### src/design/cksf_pkg.sv
`timescale 1ns / 1ps

package cksf_pkg;

  localparam int unsigned CHAN_W      = 8;
  localparam int unsigned NUM_CH_MAX  = 4;
  localparam int unsigned PIX_W       = NUM_CH_MAX * CHAN_W;
  localparam int unsigned COL_W       = 11;
  localparam int unsigned ROW_W       = 16;
  localparam int unsigned WIDTH_W     = 12;
  localparam int unsigned HEIGHT_W    = 16;
  localparam int unsigned GAIN_W      = 8;
  localparam int unsigned CFG_IDX_W   = 2;
  localparam int unsigned CFG_DATA_W  = 16;
  localparam int unsigned QUEUE_DEPTH = 4;
  localparam int unsigned QPTR_W      = $clog2(QUEUE_DEPTH);

  localparam logic [WIDTH_W-1:0]  WIDTH_RST  = 12'd640;
  localparam logic [HEIGHT_W-1:0] HEIGHT_RST = 16'd480;
  localparam logic [GAIN_W-1:0]   GAIN_RST   = 8'd5;

  typedef enum logic [CFG_IDX_W-1:0] {
    CFG_IMAGE_WIDTH  = 2'd0,
    CFG_IMAGE_HEIGHT = 2'd1,
    CFG_CENTER_GAIN  = 2'd2
  } cfg_idx_e;

  typedef struct packed {
    logic [CHAN_W-1:0] chan0_in;
    logic [CHAN_W-1:0] chan1_in;
    logic [CHAN_W-1:0] chan2_in;
    logic [CHAN_W-1:0] chan3_in;
  } pix_t;

  typedef struct packed {
    logic [CHAN_W-1:0] chan0_out;
    logic [CHAN_W-1:0] chan1_out;
    logic [CHAN_W-1:0] chan2_out;
    logic [CHAN_W-1:0] chan3_out;
    logic [COL_W-1:0]  out_col;
    logic [ROW_W-1:0]  out_row;
    logic              last_of_item;
    logic              frame_done;
  } res_t;

  // classified item passed from front to back
  typedef struct packed {
    logic [PIX_W-1:0] pixel;
    logic [COL_W-1:0] col;
    logic [ROW_W-1:0] row;
    logic             has_above;
    logic             border;
    logic             last_row;
    logic             last_col;
  } item_t;

endpackage

### src/design/cksf_fifo.sv
`timescale 1ns / 1ps

module cksf_fifo (
  input  logic            clk_i,
  input  logic            rst_ni,
  input  logic            push_i,
  input  cksf_pkg::item_t data_i,
  output logic            full_o,
  input  logic            pop_i,
  output logic            valid_o,
  output cksf_pkg::item_t data_o
);

  cksf_pkg::item_t                entries_q [cksf_pkg::QUEUE_DEPTH];
  logic [cksf_pkg::QPTR_W-1:0]    wr_ptr_q, rd_ptr_q;
  logic [cksf_pkg::QPTR_W:0]      cnt_q;

  assign full_o  = cnt_q == (cksf_pkg::QPTR_W + 1)'(cksf_pkg::QUEUE_DEPTH);
  assign valid_o = cnt_q != '0;
  assign data_o  = entries_q[rd_ptr_q];

  always_ff @(posedge clk_i) begin
    if (push_i) begin
      entries_q[wr_ptr_q] <= data_i;
    end
  end

  always_ff @(posedge clk_i or negedge rst_ni) begin
    if (!rst_ni) begin
      wr_ptr_q <= '0;
      rd_ptr_q <= '0;
      cnt_q    <= '0;
    end else begin
      if (push_i) begin
        wr_ptr_q <= wr_ptr_q + cksf_pkg::QPTR_W'(1);
      end
      if (pop_i) begin
        rd_ptr_q <= rd_ptr_q + cksf_pkg::QPTR_W'(1);
      end
      if (push_i && !pop_i) begin
        cnt_q <= cnt_q + (cksf_pkg::QPTR_W + 1)'(1);
      end else if (pop_i && !push_i) begin
        cnt_q <= cnt_q - (cksf_pkg::QPTR_W + 1)'(1);
      end
    end
  end

endmodule

### config.mk
export PLATFORM = sky130hd
export DESIGN_NAME = cksf_fifo
export DESIGN_NICKNAME = d
export VERILOG_FILES = /design/src/design/cksf_pkg.sv /design/src/design/cksf_fifo.sv
export SDC_FILE = /design/constraint.sdc
export NUM_CORES = 1
export LEC_CHECK = 0
export BUFFER_PORTS_ARGS = -buffer_cell sky130_fd_sc_hd__buf_2
export CORE_MARGIN = 5
export CORE_UTILIZATION = 39
export DETAILED_ROUTE_END_ITERATION = 12
export PLACE_DENSITY = 0.58
export REMOVE_ABC_BUFFERS = 1
export SYNTH_ARGS = -nofsm -noshare
export SYNTH_HDL_FRONTEND = slang
export SYNTH_SLANG_ARGS = --single-unit
### constraint.sdc
create_clock -name clk_i -period 3 [get_ports clk_i]
set_input_delay 0.75 -clock clk_i [delete_from_list [all_inputs] [get_ports clk_i]]
set_output_delay 0.75 -clock clk_i [all_outputs]
set_load 0.01 [all_outputs]
== Word-level counts from Yosys, hierarchy flattened ==
Memories as Yosys holds them, arrays and structs flattened.
Index checks and enable logic that the tools add are counted.
Widths: inputs -> output; s select.
Cells by class
  add/subtract/negate cells: 4
  equality and inequality tests: 1
  multiplexer cells: 4
  reduce and logical (&&, ||, !) cells: 6
Operators with widths (count)
  $mux 3: 2
  $add 2x1->2 const B: 2
  $add 3x1->3 const B: 1
  $eq 3x3->1 const B: 1
  $reduce_bool 3->1: 1
  $sub 3x1->3 const B: 1
  $logic_and 1x1->1: 2
  $logic_not 1->1: 2
  $mux 1: 2
  $reduce_bool 2->1: 1
Storage, ports and cells
  register bits after elaboration: 7
  memory bits (writable): 252
  input bits: 67
  output and inout bits: 65
  word-level logic and storage cells: 19
  memories: 1
Memory list
  entries_q: words 4, width 63, read ports 1, clocked after Yosys merged registers in 0, write ports 1, RTL line cksf_fifo.sv:14  | cksf_pkg::item_t entries_q [cksf_pkg::QUEUE_DEPTH];

== Logic depth before layout (Yosys ltp) ==
Gate-level depths: netlist of the first run.
  word-level depth: 4
  depth in mapped cells: 7
  mapped depth without buffers: 7

== Least setup slack after synthesis of the first run ==
No wires, ideal clock.
  kind: in2reg
  start: input port push_i
  end: memory entries_q[1][0] (netlist name) (enable)
  setup time: 0.427 ns
  data arrival time: 2.234 ns
  required time: 2.573 ns
  path slack: 0.338 ns
  cell stages on the path: 1
  path buffers: 0
  cells stage by stage: and2_1
Between the ends
  word-level cells in the longest chain between the ends: 2
Ends and longest elaborated chain
  start: declaration: RTL line cksf_fifo.sv:6  | input logic push_i,
  $mux 1: RTL line cksf_fifo.sv:23  | if (push_i) begin
  $mux 1 (not written as such): RTL line cksf_fifo.sv:24  | entries_q[wr_ptr_q] <= data_i;
  end: declaration: RTL line cksf_fifo.sv:14
No other way between the ends.

==> results.tsv, run 1 <==
stage	metric	value	unit
critical_path	timing.rr.start	wr_ptr_q[0]	
clock_network	cts_sinks	259	
timing	max_freq	359	MHz
routing	wirelength	17.8	mm
placement	numPortBuffers	131	
synth	yosysUniqueCellTypes	18	
critical_path	r2r_cells	4	
critical_path	setup.worst_path.start_class	flop	
synth	yosys.area_share.simple	0.527	%
timing	holdWs	0.0778	ns
cells_and_area	final_util	47.5	%
synth	synth_fa_ha_area_share	0.870	%
timing	rsz0062_at_grt	no	
cells_and_area	drive_above_1_share	45.4	%
routing	firstDrtPassIters	4	
synth	ys_seq_area_share	81.6	%
timing	relSlewSlack	59.7	%
synth	synthXorXnorAreaFrac	0.554	%
synth	syn_area_per_cell	26.1	µm²
critical_path	r2r_end	entries_q[0][20]	
critical_path	criticalPathCategory	flop to primary output	
routing	post_drt_wl_per_cell	20.5	µm
power	power_density	984	mW/mm²
routing	avgViaCountPerCell	4.91	
grt	use_met2	21.3	%
routing	vias	4255	
clock_network	htreeDepth	1	
timing	clock_skew	0.00657	ns
grt	antenna_found_initial	1	
clock_network	cts_tree	built	
grt	first_global_vias	4759	
routing	drcViolationCount	0	
synth	synth_top_area_share	79.8	%
critical_path	cp.arrival	2.03	ns
timing	fin_crit	2.78	ns
cells_and_area	syn2layout_area_growth	20.6	%
synth	synth_top_family_by_area	multiplexers	
critical_path	path_cells	buf_4 > mux4_2 > buf_2	
timing	hold_viol_final	0	
grt	gr-usage-all-layers	12.8	%
cells_and_area	insertedDiodeCount	0	
timing	tightest_slew	0.605	ns
placement	hpwl	10.8	mm
synth	netlist_instances	363	
grt	grt_remaining_overflow	0	
placement	gp_congestion	0.686	
synth	yosys_warnings	0	
clock_network	ctsHoldBuffers	0	
clock_network	cts_resized	0	
floorplanning	start_util	39.4	%
critical_path	crit_fanout	17	
clock_network	path_clk_slew	0.06	ns
floorplanning	fp.dieW	166	µm
clock_network	clk_latency	0.51	ns
synth	ys_ff_latch	259	
timing	slew_viol_final	0	
floorplanning	ioPinCount	132	
synth	synth.area.mux_share	15.1	%
grt	use_met3	3.64	%
grt	gr-usage-met1	16.8	%
critical_path	worstPathRequired	2.25	ns
grt	grt_busiest_layer	met2	
clock_network	numCtsBuffers	27	
cells_and_area	fillCellCount	2025	
synth	synth_area_leader_cell	edfxtp_1	
clock_network	cts_setup_buffers	0	
floorplanning	die_height	166	µm
critical_path	cp.buffers_inverters	2	
floorplanning	rows	57	
critical_path	crit_slowest_cell	mux4_2	
cells_and_area	fin_nets	595	
synth	synth.area.top_cells	edfxtp_1 80%, mux4_2 15%, dfrtp_1 1.8%, buf_6 0.71%, ha_1 0.66%	
clock_network	clock-root-buffer	clkbuf_16	
hold_path	hp-class	input pin to async pin	
floorplanning	coreArea	0.0241	mm²
timing	post-route-period-util	92.8	%
critical_path	reg2reg_slack	1.29	ns
routing	drt_iter0_drc	246	
power	power.leakage	0.00392	µW
clock_network	cts_buffer_depth	3	
power	ir_worst_vdd	0.000386	V
grt	grt_pass1_wl	27.6	mm
critical_path	critPathTopFamily	multiplexers	
critical_path	slowest_delay	0.56	ns
synth	syn-cell-area	0.00949	mm²
flow_run	maxCapViolCount	0	
synth	synth_compound_area_share	0.0527	%
status	status	complete, no violations	
routing	ant_nets	0	
timing	setup_viol	0	
grt	grt_start_max_net_pins	38	
floorplanning	die-area	0.0275	mm²
critical_path	endpoint_kind	primary output	
routing by layer:
metal | part of all wire (%) | routed length [µm] | up-vias
met2 | 49 | 8790 | 123
li1 | - | - | 1864
met1 | 42 | 7520 | 2241
met3 | 6.6 | 1180 | 25
met4 | 1.5 | 265 | 2
met5 | 0.062 | 11 | -
how the worst max path moves through the flow:
stage / start / endpoint / cells past startpoint
2_1_floorplan: rd_ptr_q[0] / data_o[0] / 1
3_3_place_gp: rd_ptr_q[0] / data_o[18] / 3
3_5_place_dp: rd_ptr_q[0] / data_o[18] / 3
4_1_cts: rd_ptr_q[0] / data_o[18] / 3
5_1_grt: rd_ptr_q[0] / data_o[18] / 3
6_report: rd_ptr_q[0] / data_o[18] / 3
cell families (layout without fill, tap and decap cells):
group	count (synthesis)	after routing
flops	259	259
mux	64	64
compound gates	1	1
xor+xnor	6	6
buf+inv	18	197
simple gates	9	9
fa+ha+maj	6	6
cell usage in the layout (no fill, tap or decap), drive strengths merged, types with 2 or more instances in the layout:
cell type and n:
xnor2 2, mux4 63, edfxtp 252, xor2 4, nand2 2, clkinv 8, buf 144, bufinv 3
dfrtp 7, ha 5, and2 4, inv 4, clkbuf 38
power breakdown:
| group | internal, µW | switching [µW] | total [µW] |
|---|---|---|---|
| logic | 1480 | 1640 | 3120 |
| registers | 4740 | 234 | 4980 |
| clock network | 1910 | 1250 | 3160 |
through the flow:
step / setup slack (ns) / std cells / area [µm²] / total power (µW) / TNS (ns)
after floorplan: -1.00 / 349 / 9380 / 7010 / -63.10
after global placement: 0.720 / 817 / 10600 / 8230 / 0
after detailed placement: 0.694 / 817 / 10600 / 8310 / 0
after CTS: 0.129 / 866 / 11400 / 11500 / 0
after global routing: 0.0775 / 866 / 11400 / 11900 / 0
final: 0.217 / 866 / 11400 / 11300 / 0
registers in the layout, indices dropped and copies added (netlist names):
name       cells
entries_q    252
cnt_q          3
wr_ptr_q       2
rd_ptr_q       2
cell type report:
type | instances | area (µm²) | area share, %
flip-flops and latches | 259 | 7750 | 67.7
multi-input cells | 86 | 1630 | 14.2
repair buffers | 144 | 803 | 7.02
clock buffers | 38 | 717 | 6.27
well taps | 324 | 405 | 3.54
clock inverters | 11 | 123 | 1.07
inverters | 4 | 15.0 | 0.131
cell usage after synthesis (all sizes together):
library cell  instances
and2                  4
nor2                  1
nor3b                 1
or3                   1
fa                    1
inv                   4
ha                    5
mux4                 63
nand2                 2
buf                  14
dfrtp                 7
xor2                  4
o21ai                 1
mux2                  1
edfxtp              252
xnor2                 2
Power figures use the tool's default switching activity.
==> run 2, diff against run 1 <==
--- a/config.mk
+++ b/config.mk
@@ -6,10 +6,12 @@
 export NUM_CORES = 1
 export LEC_CHECK = 0
 export BUFFER_PORTS_ARGS = -buffer_cell sky130_fd_sc_hd__buf_2
+export CELL_PAD_IN_SITES_DETAIL_PLACEMENT = 1
+export CELL_PAD_IN_SITES_GLOBAL_PLACEMENT = 1
 export CORE_MARGIN = 5
 export CORE_UTILIZATION = 39
 export DETAILED_ROUTE_END_ITERATION = 12
-export PLACE_DENSITY = 0.58
+export PLACE_DENSITY = 0.64
 export REMOVE_ABC_BUFFERS = 1
 export SYNTH_ARGS = -nofsm -noshare
 export SYNTH_HDL_FRONTEND = slang
==> run 2 against run 1 <==
Register-to-register slack gained 0.04 ns; sequential cell count is the same; first-iteration DRC count shrank 20%; combinational power grew 1%; utilization grew 0.46 points; hold slack lost 0.00053 ns; non-clock buffer count shrank 1; clock skew grew 0.0066 ns; via count grew 0.52%; sequential share of layout area shrank 0.65 points; maximum frequency shrank 2.8%; cell count shrank 0.12%; largest cell class unchanged; largest power group unchanged; highest routed layer unchanged.
==> results.tsv, run 2 (same netlist as run 1, synthesis figures left out) <==
stage	metric	value	unit
status	status	complete, no violations	
grt	antenna_found_initial	2	
clock_network	cts_sinks	259	
floorplanning	start_util	39.4	%
clock_network	numCtsBuffers	27	
cells_and_area	reg_top3	entries_q (252), cnt_q (3)	
power	p_total	11600	µW
cells_and_area	insertedDiodeCount	0	
placement	hpwl	11.6	mm
floorplanning	die_height	166	µm
timing	hold_viol_final	0	
cells_and_area	fin_nets	594	
timing	fin_crit	2.87	ns
critical_path	crit_fanout	30	
placement	gp_congestion	0.675	
critical_path	worstPathRequired	2.25	ns
placement	place_area	0.0106	mm²
routing	drcViolationCount	0	
timing	setup_ws	0.135	ns
critical_path	criticalPathCategory	flop to primary output	
cells_and_area	fillCellCount	2228	
timing	slew_viol_final	0	
cells_and_area	largest_register	entries_q	
critical_path	reg2reg_slack	1.33	ns
routing	vias	4277	
floorplanning	coreArea	0.0241	mm²
cells_and_area	syn2layout_area_growth	21.8	%
clock_network	htreeDepth	1	
cells_and_area	final_cells	865	
timing	clock_skew	0.0132	ns
critical_path	setup.worst_path.start_class	flop	
placement	numPortBuffers	131	
grt	gr-usage-all-layers	13.7	%
routing	avgViaCountPerCell	4.94	
routing	post_drt_wl_per_cell	21.6	µm
hold_path	hp-class	input pin to async pin	
timing	tightest_slew	0.504	ns
cells_and_area	drive_above_1_share	46.8	%
power	power.leakage	0.00397	µW
floorplanning	die-area	0.0275	mm²
grt	grt_pass1_wl	29.5	mm
placement	preCtsSetupSlack	0.608	ns
cells_and_area	largest_reg_flops	252	
clock_network	path_clk_slew	0.06	ns
clock_network	cts_resized	0	
cells_and_area	layout_commonest_cell	edfxtp_1	
routing	wirelength	18.7	mm
cells_and_area	mostFrequentLayoutCells	252 x edfxtp_1, 131 x buf_2, 63 x mux4_2, 27 x clkbuf_16, 8 x buf_12	
clock_network	clk_latency	0.51	ns
routing	drt_iter0_drc	198	
timing	post-route-period-util	95.5	%
grt	grt_remaining_overflow	0	
routing	ant_nets	0	
power	power_density	1000	mW/mm²
grt	grt_start_max_net_pins	64	
flow_run	maxCapViolCount	0	
placement	dpl.cell_count	816	
clock_network	ctsHoldBuffers	0	
power	ir_worst_vdd	0.000627	V
clock_network	cts_tree	built	
floorplanning	fp.dieW	166	µm
timing	relSlewSlack	66.4	%
floorplanning	rows	57	
timing	rsz0062_at_grt	no	
clock_network	clock-root-buffer	clkbuf_16	
cells_and_area	final_area	0.0116	mm²
grt	first_global_vias	5025	
critical_path	endpoint_kind	primary output	
clock_network	cts_buffer_depth	3	
floorplanning	ioPinCount	132	
clock_network	cts_setup_buffers	0	
routing	firstDrtPassIters	4	
timing	max_freq	349	MHz
timing	setup_viol	0	
critical_path	cp.arrival	2.12	ns
[run 2: changes by cell type in the layout (fill, tap and decap cells not counted)]
cell,before,now
clkbuf_1,11,5
bufinv_16,3,5
inv_6,0,1
clkinv_2,2,6
clkinv_1,6,4
buf_4,9,4
clkinv_4,0,1
buf_12,4,8
[run 2: final timing paths]
check	start	to	cells past startpoint
setup / recovery	rd_ptr_q[1]	data_o[10]	3
hold / removal	rst_ni	wr_ptr_q[0]	1
setup reg to reg	wr_ptr_q[0]	entries_q[3][51]	3
hold reg to reg	cnt_q[2]	cnt_q[2]	1
max in group asynchronous	rst_ni	rd_ptr_q[1]	1
min in group clk_i	data_i[40]	entries_q[3][40]	1
[run 2: final cells by class]
| class | count | area [µm²] | area share [%] |
|---|---|---|---|
| tap | 324 | 405 | 3.51 |
| clock inverter | 17 | 213 | 1.84 |
| multi-input combinational | 86 | 1630 | 14.1 |
| timing repair buffer | 143 | 846 | 7.32 |
| clock buffer | 32 | 694 | 6.01 |
| sequential | 259 | 7750 | 67.1 |
| inverter | 4 | 15.0 | 0.130 |
[run 2: through the flow]
stage | hold slack (ns) | utilization (%) | setup TNS [ns]
2_1_floorplan | 0.449 | - | -63.10
3_3_place_gp | 0.467 | 44.2 | 0
3_5_place_dp | 0.514 | 44.2 | 0
4_1_cts | 0.0553 | 47.9 | 0
5_1_grt | 0.0625 | 47.9 | 0
6_report | 0.0773 | 47.9 | 0
[run 2: where the power goes]
group	switching, µW	internal, µW	leakage [µW]
clock	1310	2080	0.000448
combinational	1620	1540	0.00112
sequential	314	4740	0.00239
total	3240	8370	0.00397
[run 2: per-layer routing]
metal / GRT usage [%] / wire, µm / up-vias
li1: - / - / 1873
met1: 18.5 / 7950 / 2254
met2: 22.9 / 9380 / 113
met3: 3.17 / 973 / 33
met4: 2.91 / 376 / 4
met5: 0 / 25 / -
[run 2: critical path, cell delays in order (launching register included)]
cell and delay (ns):
dfrtp_4 0.75, buf_4 0.33, mux4_2 0.35, buf_2 0.16
